## src/rtl/assert_macros.svh

```systemverilog
// Assertion macros shared by the histogram RTL.
`ifndef ASSERT_MACROS_SVH
`define ASSERT_MACROS_SVH

`ifndef SYNTHESIS

// Same-cycle implication, checked outside reset.
`define HSH_ASSERT_IMPLY(label, clk, rst_n, ante, cons) \
    label: assert property (@(posedge clk) disable iff (!rst_n) (ante) |-> (cons)) \
        else $error("histogram assertion failed");

// Next-cycle implication, checked outside reset.
`define HSH_ASSERT_NEXT(label, clk, rst_n, ante, cons) \
    label: assert property (@(posedge clk) disable iff (!rst_n) (ante) |=> (cons)) \
        else $error("histogram assertion failed");

`else

`define HSH_ASSERT_IMPLY(label, clk, rst_n, ante, cons)
`define HSH_ASSERT_NEXT(label, clk, rst_n, ante, cons)

`endif

`endif

```

## src/rtl/hsh_ram.sv

```systemverilog
// Generic single-port synchronous RAM with a registered read.
module hsh_ram #(
    parameter int WIDTH = 8,
    parameter int DEPTH = 256
) (
    input  logic                     i_clk,
    input  logic                     i_we,
    input  logic [$clog2(DEPTH)-1:0] i_addr,
    input  logic [WIDTH-1:0]         i_wdata,
    output logic [WIDTH-1:0]         o_rdata
);

    logic [WIDTH-1:0] r_mem [DEPTH];
    logic [WIDTH-1:0] r_rdata;

    // Read returns the old contents of the addressed entry.
    always_ff @(posedge i_clk) begin
        if (i_we) begin
            r_mem[i_addr] <= i_wdata;
        end
        r_rdata <= r_mem[i_addr];
    end

    assign o_rdata = r_rdata;

endmodule

```

## config.mk

```make
export PLATFORM = sky130hd
export DESIGN_NAME = hsh_ram
export DESIGN_NICKNAME = d
export VERILOG_FILES = /design/src/rtl/assert_macros.svh /design/src/rtl/hsh_ram.sv
export SDC_FILE = /design/constraint.sdc
export NUM_CORES = 2
export LEC_CHECK = 0
export BUFFER_PORTS_ARGS = -buffer_cell sky130_fd_sc_hd__clkbuf_2
export CORE_UTILIZATION = 55
export CTS_CLUSTER_DIAMETER = 150
export DETAILED_ROUTE_END_ITERATION = 10
export PLACE_DENSITY = 0.69
export SLEW_MARGIN = 20
export SYNTH_ARGS = -nofsm -noshare
export SYNTH_HDL_FRONTEND = slang
export SYNTH_SLANG_ARGS = --single-unit
```

## constraint.sdc

```tcl
create_clock -name i_clk -period 3 [get_ports i_clk]
set_clock_uncertainty 0.05 [all_clocks]
set_input_delay 0 -clock i_clk [delete_from_list [all_inputs] [get_ports i_clk]]
set_output_delay 0 -clock i_clk [all_outputs]
set_load 0.03 [all_outputs]
```

==> key figures <==
Status
  – Outcome: complete, no violations

STA
  – Slew Viols, Final: 0
  – RSZ-0062 raised after global routing: false
  – TNS Setup: 0 ns
  – Fmax: 349 MHz
  – Worst slew pin tran: 1.03 ns
  – Fin. Hold Viols: 0
  – Slew margin rel.: 30.7%
  – Final setup fails: 0
  – Hold slack final: 0.0953 ns
  – Minimum clock period: approximately 2.9 ns
  – Period Utilization, post-route: 95.6%

Final layout
  – Reg area: just over 60,000 um2
  – Layout area overhead: 15.4%
  – Nets: 4,033
  – Multi-input logic area: 15,800 um2
  – Share of cells above drive strength 1: 31.0%
  – # fillers: roughly 9,400
  – Number of diodes: 0

Detailed routing
  – DRC: 0
  – Post-Route WL: 189 mm
  – Via count: 39,132
  – WL/cell: 31.2 um
  – Number of vias per cell: 6.45
  – Initial DRT Pass Iterations: 6
  – Antenna-violating nets left: 0
  – Initial DRC Count: 5,059

Hold path
  – Hold path depth: 5
  – Min-delay src: i_addr[6]
  – Worst min path class: primary input to flip-flop
  – Worst hold endpoint: o_rdata[5]

Worst setup path
  – Worst r2r dst: o_rdata[5]
  – Reg2reg path depth: 6
  – Crit start category: flip-flop
  – Crit-path max FO: 1
  – R2r startpoint: r_mem[111][5]
  – Reg2reg setup slack: roughly 0.13 ns
  – Arrival time at the worst endpoint: 3.46 ns
  – Critical path class: flip-flop to flip-flop
  – WP data required: about 3.6 ns
  – Setup crit end kind: flip-flop

Yosys
  – Post-synth ARST share: 0%
  – Area leader, netlist: edfxtp_1
  – Post-Syn Instances: roughly 3,500
  – Yosys warning total: 0
  – Seq/Total Area, Yosys: approximately 80%
  – #FFs+latches synth: 2,056
  – EDFF count, synth: approximately 2,000
  – Syn_nets: 3,565
  – Post-Syn Area: 78,500 um2
  – Top cells by area, synth: edfxtp_1 (78%), mux4_2 (15%), a22oi_1 (2.4%)
  – Avg Inst Size Synth: about 22 um2
  – Commonest cells in the netlist: edfxtp_1 (2,048), mux4_2 (512), a22oi_1 (256)
  – Post-synth top area share: 78.3%
  – Synth cell types: 22
  – Most frequent cell after synthesis: edfxtp_1
  – Top_reg_cell synth: edfxtp_1

Floorplan
  – Die area: ~140,000 um2
  – Number of core rows: 138
  – Die Wd: 380 um
  – Starting Density: 55.4%
  – # IOs: 26
  – Die extent in y: about 380 um
  – Placeable Area: 142,000 um2

Pwr
  – Combinational Power Share: 4.9%
  – Sw power: 0.0125 W
  – Clk pwr share: 41.1%
  – Pwr dens: 648 nW/um2
  – Flop pwr share: between 50% and 60%
  – Overall power: 0.0587 W
  – Internal Power: 0.0462 W
  – Leak: 28.5 nW
  – Sw Ratio: 21.2%
  – Worst VDD drop: 0.000556 V

Placement
  – Post-DP HPWL: 115 mm
  – Port Buf Inserts: 25
  – Placer Congestion: around 0.84

Clocking
  – Root Buffer: clkbuf_16
  – CTS tree: built
  – Cts-stage hold buffer count: 11
  – H-Tree Level Count: 4
  – CTS clock-pin slew for the worst setup and hold paths: 0.06 ns
  – Cts repair resizes: 0
  – Total CTS buffers: 199
  – Post-CTS Setup Bufs: 0
  – Clock sink total: 2,056
  – Worst-case clock buffer depth: 3
  – Worst skew pair latency: 0.83 ns

Global routing
  – Largest net degree at the start of global routing: 136
  – All-Layer GR Usage: 26.4%
  – Global-route wire length before repair: 275 mm
  – Vias in the first global route: slightly below 40,000
  – Total gr overflow: 0
  – Initial antenna violation count: 5

Flow run
  – Max-cap viol count: 0
power by group through the flow:
stage / registers [W] / clock network (W) / logic (W)
floorplan: 0.0323 / 0 / 0.00141
global placement: 0.0323 / 0 / 0.00282
detailed placement: 0.0323 / 0 / 0.00287
CTS: 0.0317 / 0.0244 / 0.00289
global route: 0.0317 / 0.0254 / 0.00302
finish: 0.0317 / 0.0241 / 0.00288
layer usage:
metal / wire (um) / track usage (%) / up-vias / share of wire (%)
met4: 5300 / 7.87 / 4 / 2.8
met5: 37 / 0 / - / 0.020
li1: - / - / 16027 / -
met2: 89900 / 40.5 / 2142 / 48
met3: 19000 / 5.62 / 314 / 10
met1: 74900 / 38.9 / 20645 / 40
flip-flops by register name, indices dropped and copies added (netlist names):
signal   count
r_mem     2048
o_rdata      8
how the worst max path moves through the flow:
stage,endpoint,startpoint,slack [ns],depth (start not counted)
after global placement,o_rdata[5],i_addr[0],-0.25,9
after floorplan,r_mem[111][0],i_addr[1],0.73,9
after global routing,o_rdata[5],r_mem[92][5],0.12,6
after CTS,o_rdata[5],r_mem[95][5],0.20,6
after detailed placement,o_rdata[5],i_addr[0],-0.34,9
final,o_rdata[5],r_mem[111][5],0.13,6
layout by cell type, fill, tap and decap left out, drive strengths merged:
master,synthesis,final
nor2,232,232
nor3,30,30
nand2,28,28
dfxtp,8,8
o41ai,32,32
mux4,512,512
a21oi,128,128
clkinv,0,90
nand4,8,8
buf,87,472
bufinv,0,13
nand3,13,13
nor2b,7,7
inv,1,14
and2,3,3
or2,2,2
clkbuf,145,253
or3,1,1
nand2b,6,6
clkinvlp,0,8
a22oi,256,256
dlygate4sd3,0,11
edfxtp,2048,2048
cells by family (layout without fill, tap and decap cells):
logic type             after synthesis  in the layout  synth area share, %
AO/OA/AOI/OAI                      416            416                 3.62
flip-flops                        2056           2056                 78.6
buffers and inverters              233            861                 1.40
multiplexers                       512            512                 14.7
AND/OR/NAND/NOR                    330            330                 1.73
layout make-up:
| class | instances | share of cell area [%] |
|---|---|---|
| multi-input cells | 1258 | 17.4 |
| clock buffers | 237 | 5.72 |
| well taps | 1890 | 2.61 |
| flip-flops and latches | 2056 | 68.0 |
| clock inverters | 124 | 1.18 |
| inverters | 1 | 0.00414 |
| repair buffers | 499 | 5.01 |
critical path, cell delays in order, from the launching register on:
cell and delay (ns):
edfxtp_1 0.36, mux4_2 0.50, a22oi_1 0.37, a21oi_1 0.12, o41ai_1 0.96, buf_4 0.24
nand4_1 0.09
stage by stage:
stage          instance area (um2)  instances  util [%]  setup WS (ns)
6_report                     90600       6065      64.0          0.132
4_1_cts                      90600       6065      64.0          0.204
3_3_place_gp                 84300       5693      59.5         -0.254
3_5_place_dp                 84300       5693      59.5         -0.338
2_1_floorplan                78500       3547         -          0.731
5_1_grt                      90600       6065      64.0          0.123
Note: power is estimated with default switching activity, not from simulation.
