<file path="src/rtl/assert_macros.svh">
// Assertion macros shared by the histogram RTL.
`ifndef ASSERT_MACROS_SVH
`define ASSERT_MACROS_SVH

`ifndef SYNTHESIS

// Same-cycle implication, checked outside reset.
`define HSH_ASSERT_IMPLY(label, clk, rst_n, ante, cons) \
    label: assert property (@(posedge clk) disable iff (!rst_n) (ante) |-> (cons)) \
        else $error("histogram assertion failed");

// Next-cycle implication, checked outside reset.
`define HSH_ASSERT_NEXT(label, clk, rst_n, ante, cons) \
    label: assert property (@(posedge clk) disable iff (!rst_n) (ante) |=> (cons)) \
        else $error("histogram assertion failed");

`else

`define HSH_ASSERT_IMPLY(label, clk, rst_n, ante, cons)
`define HSH_ASSERT_NEXT(label, clk, rst_n, ante, cons)

`endif

`endif

</file>
<file path="src/rtl/hsh_pkg.sv">
// Shared constants, types and commands of the hue by saturation histogram.
package hsh_pkg;

    localparam int HUE_BINS   = 360;
    localparam int SAT_ROWS   = 10;
    localparam int HIST_DEPTH = HUE_BINS * SAT_ROWS;
    localparam int HIST_AW    = $clog2(HIST_DEPTH);

    localparam int COMP_W = 8;
    localparam int BIN_W  = 8;
    localparam int HUE_W  = 9;
    localparam int ROW_W  = 4;
    localparam int CMD_W  = 2;

    localparam int IN_DATA_W  = 40;
    localparam int OUT_DATA_W = 32;

    // Divider sizing: quotient below 2**DIV_QUO_W, divisor up to 2*255.
    localparam int DIV_QUO_W  = 9;
    localparam int DIV_DEN_W  = 9;
    localparam int DIV_NUM_W  = DIV_DEN_W + DIV_QUO_W - 1;
    localparam int DIV_STEP_W = $clog2(DIV_QUO_W);

    typedef enum logic [CMD_W-1:0] {
        CMD_CLEAR = 2'd0,
        CMD_ADD   = 2'd1,
        CMD_READ  = 2'd2
    } t_cmd;

    typedef struct packed {
        logic                 start;
        logic [DIV_NUM_W-1:0] num;
        logic [DIV_DEN_W-1:0] den;
    } t_div_req;

endpackage

</file>
<file path="src/rtl/hsh_div.sv">
// Restoring divider that produces one quotient bit per cycle.
module hsh_div (
    input  logic                           i_clk,
    input  logic                           i_rst_n,
    input  hsh_pkg::t_div_req              i_req,
    output logic                           o_done,
    output logic [hsh_pkg::DIV_QUO_W-1:0] o_quo
);
    import hsh_pkg::*;

    logic                  r_busy;
    logic                  r_done;
    logic [DIV_STEP_W-1:0] r_steps;
    logic [DIV_NUM_W-1:0]  r_rem;
    logic [DIV_NUM_W-1:0]  r_den;
    logic [DIV_QUO_W-1:0]  r_quo;
    logic                  w_ge;

    // The divisor starts aligned to the top quotient bit and moves down.
    assign w_ge = (r_rem >= r_den);

    // Control state.
    always_ff @(posedge i_clk) begin
        if (!i_rst_n) begin
            r_busy <= 1'b0;
            r_done <= 1'b0;
        end else begin
            r_done <= 1'b0;
            if (i_req.start) begin
                r_busy <= 1'b1;
            end else if (r_busy && r_steps == '0) begin
                r_busy <= 1'b0;
                r_done <= 1'b1;
            end
        end
    end

    // Datapath: one compare and subtract per cycle.
    always_ff @(posedge i_clk) begin
        if (i_req.start) begin
            r_rem   <= i_req.num;
            r_den   <= {i_req.den, {(DIV_QUO_W-1){1'b0}}};
            r_quo   <= '0;
            r_steps <= DIV_STEP_W'(DIV_QUO_W - 1);
        end else if (r_busy) begin
            if (w_ge) begin
                r_rem <= r_rem - r_den;
            end
            r_quo   <= {r_quo[DIV_QUO_W-2:0], w_ge};
            r_den   <= r_den >> 1;
            r_steps <= r_steps - 1'b1;
        end
    end

    assign o_done = r_done;
    assign o_quo  = r_quo;

endmodule

</file>
<file path="config.mk">
export PLATFORM = sky130hd
export DESIGN_NAME = hsh_div
export DESIGN_NICKNAME = d
export VERILOG_FILES = /design/src/rtl/assert_macros.svh /design/src/rtl/hsh_pkg.sv /design/src/rtl/hsh_div.sv
export SDC_FILE = /design/constraint.sdc
export NUM_CORES = 1
export LEC_CHECK = 0
export BUFFER_PORTS_ARGS = -buffer_cell sky130_fd_sc_hd__buf_2
export CELL_PAD_IN_SITES_DETAIL_PLACEMENT = 1
export CELL_PAD_IN_SITES_GLOBAL_PLACEMENT = 1
export CORE_MARGIN = 1
export CORE_UTILIZATION = 45
export DETAILED_ROUTE_END_ITERATION = 8
export PLACE_DENSITY_LB_ADDON = 0.1
export SLEW_MARGIN = 40
export SYNTH_ARGS = -nofsm -noshare
export SYNTH_HDL_FRONTEND = slang
export SYNTH_SLANG_ARGS = --single-unit
</file>
<file path="constraint.sdc">
create_clock -name i_clk -period 7.8 [get_ports i_clk]
set_input_delay 0.78 -clock i_clk [delete_from_list [all_inputs] [get_ports i_clk]]
set_output_delay 0.78 -clock i_clk [all_outputs]
set_load 0.005 [all_outputs]
</file>
==> flow_metrics.env, run 1 <==
export IMPL_preCtsSetupSlack_ns=4.75
export IMPL_ys_ff_latch=49
export IMPL_hold_path_class="flip-flop to flip-flop"
export IMPL_critPathCaptureType="flip-flop"
export IMPL_crit_slowest_cell="ha_1"
export IMPL_rsz0062_at_grt="false"
export IMPL_p_total_uw=848
export IMPL_p_sw_share_pct=35.4
export IMPL_avgViaCountPerCell=5.41
export IMPL_syn2layout_area_growth_pct=13.4
export IMPL_clk_latency_ns=0.30
export IMPL_pwr_share_clk_pct=20.5
export IMPL_synthXorXnorAreaFrac_pct=4.64
export IMPL_nNetsFinal=379
export IMPL_yosysWarnings=0
export IMPL_routedWlPerCell_um=16.2
export IMPL_synth_fp_nets=342
export IMPL_synth_area_mm2=0.00283
export IMPL_ctsHtreeMaxLevel=2
export IMPL_synth_top_area_share_pct=27.6
export IMPL_die_area_mm2=0.00661
export IMPL_powerDensity_mw_per_mm2=265
export IMPL_root_buffer="clkbuf_8"
export IMPL_netlist_top_cells_area="edfxtp_1 28%, dfxtp_1 16%, ha_1 8.4%, mux2i_1 6.0%, nand2_1 4.4%"
export IMPL_fin_ws_ns=5.03
export IMPL_placed_cell_area_mm2=0.00309
export IMPL_ir_worst_vdd_mv=0.106
export IMPL_synth_flop_cell="edfxtp_1"
export IMPL_grt_usage_pct=21.9
export IMPL_grt_max_degree=64
export IMPL_grt_pass1_vias=2208
export IMPL_synth_top_family_by_area="compound AO/OA/AOI/OAI gates"
export IMPL_ctsHoldBuffers=0
export IMPL_grt_util_met2_pct=38.8
export IMPL_switching_power_uw=300
export IMPL_finalHoldViolCount=0
export IMPL_cts_buffers=5
export IMPL_clkSinkCount=49
export IMPL_tightest_slew_ns=0.600
export IMPL_post_dp_hpwl_mm=4.97
export IMPL_final_area_mm2=0.00321
export IMPL_p_int_uw=548
export IMPL_drt_iter0_drc=68
export IMPL_critPathLaunchType="flip-flop"
export IMPL_cts_tree="built"
export IMPL_avgSynthCellArea_um2=9.66
export IMPL_antenna_found_initial=0
export IMPL_critPathKind="flip-flop to flip-flop"
export IMPL_drtPass1Iterations=4
export IMPL_yosysSeqAreaShare_pct=43.9
export IMPL_use_met3_pct=4.16
export IMPL_finClkSkew_ns=0.00452
export IMPL_core_rowCount=28
export IMPL_drc_errors=0
export IMPL_fmax_mhz=361
export IMPL_maxCapViolCount=0
export IMPL_critPathMaxFanout=9
export IMPL_clkTransAtPathRegs_ns=0.09
export IMPL_rrSetupSlack_ns=5.03
export IMPL_drive_above_1_share_pct=17.8
export IMPL_grt_pass1_wl_mm=10.8
export IMPL_grt_use_met1_pct=27.0
export IMPL_yosysTopAreaCell="edfxtp_1"
export IMPL_synth_compound_area_share_pct=18.3
export IMPL_post_cts_buffers=0
export IMPL_setup_violations=0
export IMPL_die_h_um=81.3
export IMPL_io_buffers=38
export IMPL_p_leak_nw=1.37
export IMPL_maxSlewHeadroom_pct=59.9
export IMPL_yosys_area_share_simple_pct=12.9
export IMPL_placedCellCount=398
export IMPL_core_area_mm2=0.00599
export IMPL_grt_busiest_layer="met2"
export IMPL_synth_distinct_cells=45
export IMPL_fin_crit_ns=2.77
export IMPL_stdcell_count=406
export IMPL_gp_congestion=0.775
export IMPL_muxShareOfSynthArea_pct=6.41
export IMPL_synth_edf_count=26
export IMPL_tns_ns=0
export IMPL_synthCells=293
export IMPL_cpPeakStageDelay_ns=0.42
export IMPL_n_antenna_cell=0
export IMPL_vias=2196
export IMPL_worstPathArrival_ns=2.83
export IMPL_seqPwrFrac_pct=39.4
export IMPL_cp_data_required_time_ns=7.86
export IMPL_final_max_slew_viol_count=0
export IMPL_ios=39
export IMPL_start_util_pct=47.2
export IMPL_globalRoute_totalOverflow=0
export IMPL_wirelength_mm=6.59
export IMPL_synthAdderAreaFrac_pct=9.11
export IMPL_postRouteAntennaNets=0
export IMPL_cts_path_max_buffers=2
export IMPL_async_reset_ff_share_pct=0
export IMPL_die_x_um=81.3
export IMPL_cts_resized=0
export IMPL_comb_power_share_pct=40.2
export IMPL_status="completed"
export IMPL_fin_crit_sh_pct=35.5
export IMPL_crit_path_cell_trace="ha_1 > and3_4 > a221oi_4 > o21a_1 > a21bo_1 > a31oi_1 > o21ai_2 > buf_4"
==> power by group through the flow <==
stage               clock network [mW]  logic (mW)  registers [mW]
floorplan                            0       0.262           0.333
global placement                     0       0.327           0.337
detailed placement                   0       0.339           0.340
CTS                              0.179       0.342           0.334
global route                     0.187       0.381           0.338
finish                           0.174       0.341           0.334
==> routing by layer <==
layer  vias to the layer above  share of wire [%]
li1                       1111                  -
met1                      1050                 45
met2                        28                 51
met3                         7                2.4
met4                         0                1.3
met5                         -                  0
==> sequential cells by signal, summed over array words and instances, names as in the netlist <==
| register | cells |
|---|---|
| o_done | 1 |
| r_steps | 4 |
| r_busy | 1 |
| o_quo | 9 |
| r_rem | 17 |
| r_den | 17 |
==> synthesized netlist by cell type, types with 2 or more instances <==
cell,number
nand2_1,33
and2_1,2
edfxtp_1,26
clkbuf_1,10
o21bai_1,2
mux2i_1,17
xnor2_1,7
inv_1,25
nand3_1,3
dfxtp_1,23
o21ai_0,20
a22o_1,8
o21a_1,2
nor2_1,27
a211oi_1,5
o211ai_1,2
and3_1,2
xor2_1,8
a21oi_1,15
o21ai_1,2
nand2b_1,3
nor2b_1,4
a31oi_1,4
nor4_1,3
ha_1,19
a211o_2,2
==> critical path: cells and delay by family, from the launching register on <==
family / cells / cell delay, ns
buffers and inverters: 1 / 0.25
adders and majority gates: 1 / 0.42
AOI/OAI and AO/OA: 5 / 1.20
DFF: 1 / 0.41
and+or+nand+nor: 1 / 0.26
==> final timing paths <==
check              from          to  cells after the start
min          r_steps[3]  r_steps[3]                      2
max           r_rem[10]    r_rem[0]                      8
min reg2reg  r_steps[3]  r_steps[3]                      2
max reg2reg   r_rem[10]    r_rem[0]                      8
==> cell usage in the layout, fill, tap and decap left out, types with 3 or more instances in the layout <==
cell / n
buf_2: 38
nand2_1: 33
nor2_1: 27
edfxtp_1: 26
inv_1: 25
dfxtp_1: 23
o21ai_0: 19
ha_1: 19
mux2i_1: 17
a21oi_1: 15
xor2_1: 8
a22o_1: 8
xnor2_1: 7
a211oi_1: 5
clkbuf_8: 5
nor2b_1: 4
a31oi_1: 4
nand2b_1: 3
nor4_1: 3
nand3_1: 3
buf_4: 3
==> logic make-up after synthesis <==
group / Yosys count
and+or+nand+nor: 81
muxes: 18
xor gates and xnor gates: 15
AOI/OAI and AO/OA: 74
buffers and inverters: 36
DFF: 49
adders and majority gates: 20
==> through the flow <==
| step | utilization [%] | hold slack, ns |
|---|---|---|
| 4_1_cts | 53.5 | 0.519 |
| 3_3_place_gp | 51.6 | 0.471 |
| 5_1_grt | 53.5 | 0.553 |
| 2_1_floorplan | - | 0.465 |
| 3_5_place_dp | 51.6 | 0.497 |
| 6_report | 53.5 | 0.510 |
==> layout make-up <==
| cell class | count | area [um^2] |
|---|---|---|
| inverter | 25 | 93.8 |
| sequential | 49 | 1240 |
| timing repair buffer | 41 | 213 |
| clock inverter | 1 | 8.76 |
| tap | 75 | 93.8 |
| clock buffer | 7 | 101 |
| fill | 725 | 2780 |
| multi-input combinational | 208 | 1460 |
No activity file was read; power rests on OpenSTA's default activity.
==> run 2, diff against run 1 <==
--- a/config.mk
+++ b/config.mk
@@ -9,7 +9,7 @@
 export CELL_PAD_IN_SITES_DETAIL_PLACEMENT = 1
 export CELL_PAD_IN_SITES_GLOBAL_PLACEMENT = 1
 export CORE_MARGIN = 1
-export CORE_UTILIZATION = 45
+export CORE_UTILIZATION = 44
 export DETAILED_ROUTE_END_ITERATION = 8
 export PLACE_DENSITY_LB_ADDON = 0.1
 export SLEW_MARGIN = 40
==> constraint.sdc (replaced) <==
create_clock -name i_clk -period 2.6 [get_ports i_clk]
set_input_delay 0.26 -clock i_clk [delete_from_list [all_inputs] [get_ports i_clk]]
set_output_delay 0.26 -clock i_clk [all_outputs]
set_load 0.005 [all_outputs]
==> run 2 against run 1 <==
Compared with the run above:
- clock power rose to 2.7 times the previous value
- via count up 1.6%
- cell count is 0.74% higher
- setup slack worse by 4.9 ns
- sequential cell count is the same
- critical endpoint is now r_rem[5]
- largest cell class unchanged
==> flow_metrics.env, run 2 (synthesized netlist as in run 1, its figures left out) <==
export IMPL_cts_path_max_buffers=2
export IMPL_hp_start="i_rst_n"
export IMPL_fmax_mhz=402
export IMPL_worstRegToRegCells=9
export IMPL_avgViaCountPerCell=5.46
export IMPL_final_max_slew_viol_count=0
export IMPL_ctsHoldBuffers=0
export IMPL_drt_iter0_drc=52
export IMPL_syn2layout_area_growth_pct=14.2
export IMPL_layout_commonest_cell="buf_2"
export IMPL_drtPass1Iterations=4
export IMPL_status="completed"
export IMPL_maxCapViolCount=0
export IMPL_drive_above_1_share_pct=19.2
export IMPL_powerDensity_mw_per_mm2=782
export IMPL_critPathLaunchType="flip-flop"
export IMPL_p_sw_share_pct=36.5
export IMPL_critPathCaptureType="flip-flop"
export IMPL_grt_pass1_vias=2300
export IMPL_crit_slowest_cell="edfxtp_1"
export IMPL_drc_errors=0
export IMPL_hold_path_class="primary input to flip-flop"
export IMPL_setup_violations=0
export IMPL_final_cell_mix="38 x buf_2, 33 x nand2_1, 27 x nor2_1"
export IMPL_r2r_end="r_rem[5]"
export IMPL_cp_data_required_time_ns=2.68
export IMPL_post_dp_hpwl_mm=4.97
export IMPL_crit_path_cell_trace="inv_1 > ha_2 > a21o_2 > a221oi_4 > o21a_1 > a21bo_1 > a31oi_2 > o21ai_2 > buf_12"
export IMPL_die_h_um=82.2
export IMPL_ctsHtreeMaxLevel=2
export IMPL_pwr_share_clk_pct=18.4
export IMPL_cts_tree="built"
export IMPL_finClkSkew_ns=0.0123
export IMPL_worstHoldPathCells=3
export IMPL_clk_latency_ns=0.31
export IMPL_clkTransAtPathRegs_ns=0.10
export IMPL_stdcell_count=409
export IMPL_wirelength_mm=6.63
export IMPL_placedCellCount=401
export IMPL_p_int_mw=1.60
export IMPL_rr_startpoint="r_den[11]"
export IMPL_gp_congestion=0.775
export IMPL_ir_worst_vdd_mv=0.375
export IMPL_die_area_mm2=0.00675
export IMPL_vias=2232
export IMPL_critPathMaxFanout=17
export IMPL_start_util_pct=46.7
export IMPL_comb_power_share_pct=42.0
export IMPL_n_antenna_cell=0
export IMPL_min_to="o_done"
export IMPL_postRouteAntennaNets=0
export IMPL_core_rowCount=28
export IMPL_finalHoldViolCount=0
export IMPL_grt_usage_pct=21.7
export IMPL_fillers=716
export IMPL_antenna_found_initial=0
export IMPL_core_area_mm2=0.00606
export IMPL_tns_ns=0
export IMPL_globalRoute_totalOverflow=0
export IMPL_crit_family="compound AO/OA/AOI/OAI gates"
export IMPL_fin_crit_ns=2.49
export IMPL_fin_crit_sh_pct=95.7
export IMPL_cts_buffers=5
export IMPL_crit_buf_inv=2
export IMPL_clkSinkCount=49
export IMPL_cpPeakStageDelay_ns=0.40
export IMPL_grt_pass1_wl_mm=11.0
export IMPL_seqPwrFrac_pct=39.6
export IMPL_ios=39
export IMPL_tightest_slew_ns=0.600
export IMPL_worstPathArrival_ns=2.56
export IMPL_rsz0062_at_grt="false"
export IMPL_rrSetupSlack_ns=0.11
export IMPL_routedWlPerCell_um=16.2
export IMPL_nNetsFinal=382
export IMPL_p_leak_nw=1.38
export IMPL_io_buffers=38
export IMPL_die_x_um=82.2
export IMPL_critPathKind="flip-flop to flip-flop"
export IMPL_root_buffer="clkbuf_8"
export IMPL_grt_max_degree=33
export IMPL_switching_power_uw=923
export IMPL_maxSlewHeadroom_pct=59.8
-- run 2: cell types whose count changed in the layout (fill, tap and decap cells not counted), sizes merged --
cell / previous run / this run
buf: 41 / 44
inv: 25 / 27
clkbuf: 7 / 6
clkinv: 1 / 0
-- run 2: tightest hold or removal path, stage by stage --
cell	delay [ns]
buf_2	0.10
nand2_1	0.05
nor2_1	0.04
-- run 2: final cells by class --
class / count / area [um^2] / share of cell area [%]
Tap cell: 75 / 93.8 / 2.91
Multi-Input combinational cell: 208 / 1470 / 45.4
Clock inverter: 2 / 12.5 / 0.387
Inverter: 25 / 93.8 / 2.91
Clock buffer: 6 / 72.6 / 2.25
Sequential cell: 49 / 1240 / 38.4
Timing Repair Buffer: 44 / 248 / 7.67
-- run 2: how the worst max path moves through the flow --
stage                     end  cells after the start      start  slack, ns
floorplan            r_rem[0]                      7  r_rem[12]       0.15
global placement     r_rem[6]                      8  r_rem[11]       0.17
detailed placement   r_rem[7]                      9  r_den[11]       0.09
CTS                 r_rem[16]                      9  r_den[11]       0.05
global route         r_rem[0]                      9  r_den[11]       0.03
finish               r_rem[5]                      9  r_den[11]       0.11
-- run 2: metal layers --
| metal | vias up | wire (um) | GRT usage [%] |
|---|---|---|---|
| li1 | 1113 | - | - |
| met1 | 1069 | 3150 | 27.0 |
| met4 | 0 | 148 | 8.60 |
| met5 | - | 0 | 0 |
| met3 | 13 | 191 | 3.30 |
| met2 | 37 | 3150 | 37.6 |
-- run 2: through the flow --
stage / worst slack (ns) / hold slack, ns / util (%) / power [mW] / area (um^2)
5_1_grt: 0.0260 / 0.181 / 53.3 / 2.69 / 3230
2_1_floorplan: 0.145 / 0.374 / - / 1.79 / 2830
3_3_place_gp: 0.170 / 0.472 / 51.7 / 2.02 / 3130
3_5_place_dp: 0.0916 / 0.484 / 51.7 / 2.06 / 3130
4_1_cts: 0.0509 / 0.177 / 53.1 / 2.53 / 3220
6_report: 0.112 / 0.174 / 53.3 / 2.52 / 3230
-- run 2: timing repair --
action / CTS / global route
buffers inserted: 0 / 0
hold endpoints to repair: 0 / 0
gates resized for setup: 0 / 3
setup endpoints to repair: 0 / 18
-- run 2: power by group through the flow --
stage	clock network [mW]	registers, mW	logic [mW]
finish	0.464	1.00	1.06
global route	0.500	1.01	1.18
CTS	0.475	1.00	1.05
detailed placement	0	1.02	1.04
global placement	0	1.01	1.01
floorplan	0	0.997	0.788
==> run 3, diff against run 2 <==
--- a/config.mk
+++ b/config.mk
@@ -11,6 +11,7 @@
 export CORE_MARGIN = 1
 export CORE_UTILIZATION = 44
 export DETAILED_ROUTE_END_ITERATION = 8
+export GPL_TIMING_DRIVEN = 0
 export PLACE_DENSITY_LB_ADDON = 0.1
 export SLEW_MARGIN = 40
 export SYNTH_ARGS = -nofsm -noshare
==> run 3 against run 2 <==
Compared with the run above:
- power increased by 2.7%
- first-iteration DRC count up 60%
- combinational power is 6% higher
- worst hold slack about the same
- sequential cell count is the same
- clock skew fell by 0.0033 ns
- sequential power barely moved
- sequential share of layout area down 0.66 points
- largest cell class unchanged
==> flow_metrics.env, run 3 (synthesized netlist as in run 1, its figures left out) <==
export IMPL_status="completed"
export IMPL_syn2layout_area_growth_pct=16.1
export IMPL_n_antenna_cell=0
export IMPL_critPathCaptureType="flip-flop"
export IMPL_fin_util_pct=54.2
export IMPL_start_util_pct=46.7
export IMPL_final_cell_mix="37 x buf_2, 33 x nand2_1, 27 x nor2_1"
export IMPL_die_h_um=82.2
export IMPL_rsz0062_at_grt="false"
export IMPL_nNetsFinal=391
export IMPL_maxSlewHeadroom_pct=52.2
export IMPL_critPathLaunchType="flip-flop"
export IMPL_fin_ws_ns=0.0728
export IMPL_clkTransAtPathRegs_ns=0.10
export IMPL_cts_path_max_buffers=2
export IMPL_drive_above_1_share_pct=18.7
export IMPL_finalHoldViolCount=0
export IMPL_io_buffers=37
export IMPL_tightest_slew_ns=0.717
export IMPL_wl_met1_mm=3.23
export IMPL_core_rowCount=28
export IMPL_p_leak_nw=1.39
export IMPL_die_area_mm2=0.00675
export IMPL_hold_path_class="primary input to flip-flop"
export IMPL_stdcell_count=418
export IMPL_ios=39
export IMPL_finClkSkew_ns=0.00902
export IMPL_routedWlPerCell_um=17.3
export IMPL_core_area_mm2=0.00606
export IMPL_clk_latency_ns=0.30
export IMPL_postRouteAntennaNets=0
export IMPL_fmax_mhz=396
export IMPL_post_dp_hpwl_mm=5.28
export IMPL_p_total_mw=2.59
export IMPL_powerDensity_mw_per_mm2=789
export IMPL_die_x_um=82.2
export IMPL_ir_worst_vdd_mv=0.311
export IMPL_worstPathArrival_ns=2.60
export IMPL_avgViaCountPerCell=5.47
export IMPL_gp_congestion=0.809
export IMPL_grt_pass1_wl_mm=11.5
export IMPL_antenna_found_initial=0
export IMPL_grt_max_degree=16
export IMPL_grt_pass1_vias=2392
export IMPL_cts_tree="built"
export IMPL_layout_commonest_cell="buf_2"
export IMPL_fin_crit_ns=2.53
export IMPL_preCtsSetupSlack_ns=-0.214
export IMPL_root_buffer="clkbuf_8"
export IMPL_globalRoute_totalOverflow=0
export IMPL_top_layer="met4"
export IMPL_tns_ns=0
export IMPL_maxCapViolCount=0
export IMPL_fin_crit_sh_pct=97.2
export IMPL_vias=2286
export IMPL_drtPass1Iterations=4
export IMPL_clkSinkCount=49
export IMPL_placedCellCount=405
export IMPL_drt_iter0_drc=83
export IMPL_wl_met3_um=181
export IMPL_setup_violations=0
export IMPL_final_max_slew_viol_count=0
export IMPL_wirelength_mm=7.21
export IMPL_wl_met2_mm=3.75
export IMPL_critPathKind="flip-flop to flip-flop"
export IMPL_grt_usage_pct=23.0
export IMPL_drc_errors=0
export IMPL_ctsHtreeMaxLevel=2
export IMPL_cts_buffers=5
export IMPL_cp_data_required_time_ns=2.67
export IMPL_critPathMaxFanout=11
==> run 3: through the flow <==
step,area [um^2],hold slack [ns]
5_1_grt,3290,0.159
3_5_place_dp,3120,0.496
4_1_cts,3270,0.172
6_report,3290,0.174
2_1_floorplan,2830,0.374
3_3_place_gp,3110,0.476
==> run 3: worst paths after layout <==
| path | slack [ns] | cells after the start | endpoint | startpoint |
|---|---|---|---|---|
| setup / recovery | 0.07 | 9 | r_rem[5] | r_den[10] |
| hold / removal | 0.17 | 3 | o_done | i_rst_n |
| setup reg to reg | 0.07 | 9 | r_rem[5] | r_den[10] |
| hold reg to reg | 0.51 | 2 | o_quo[0] | o_quo[0] |
==> run 3: repair_timing <==
| item | CTS | global route |
|---|---|---|
| hold buffers | 0 | 0 |
| resized for setup | 3 | 4 |
| pin swaps | 3 | 2 |
| setup buffers | 4 | 1 |
| endpoints found under the hold margin | 0 | 0 |
| gates cloned | 0 | 0 |
| endpoints found under the setup margin | 17 | 19 |
==> run 3: where the power goes <==
part / internal (mW) / switching (mW)
sequential: 0.950 / 0.0468
clock: 0.218 / 0.263
combinational: 0.486 / 0.630
total: 1.65 / 0.939
==> run 3: critical path, cell delays in order, from the launching register on <==
cell and delay, ns:
edfxtp_1 0.42, inv_1 0.09, ha_2 0.31, and3_4 0.23, a221oi_4 0.28, o21a_1 0.20, a21bo_2 0.26, a31oi_4 0.21
o21ai_4 0.10, buf_12 0.17
==> run 3: area by class of cell <==
class	instances	area [um^2]
Inverter	25	93.8
Tap cell	75	93.8
Buffer	11	42.5
Clock buffer	7	86.3
Timing Repair Buffer	42	239
Fill cell	735	2780
Clock inverter	1	6.26
Multi-Input combinational cell	208	1480
Sequential cell	49	1240
==> run 3: metal layers <==
metal  vias to the layer above  GRT usage, %
li1                       1136             -
met1                      1107          27.8
met2                        36          42.7
met3                         7          3.74
met4                         0          4.21
met5                         -             0
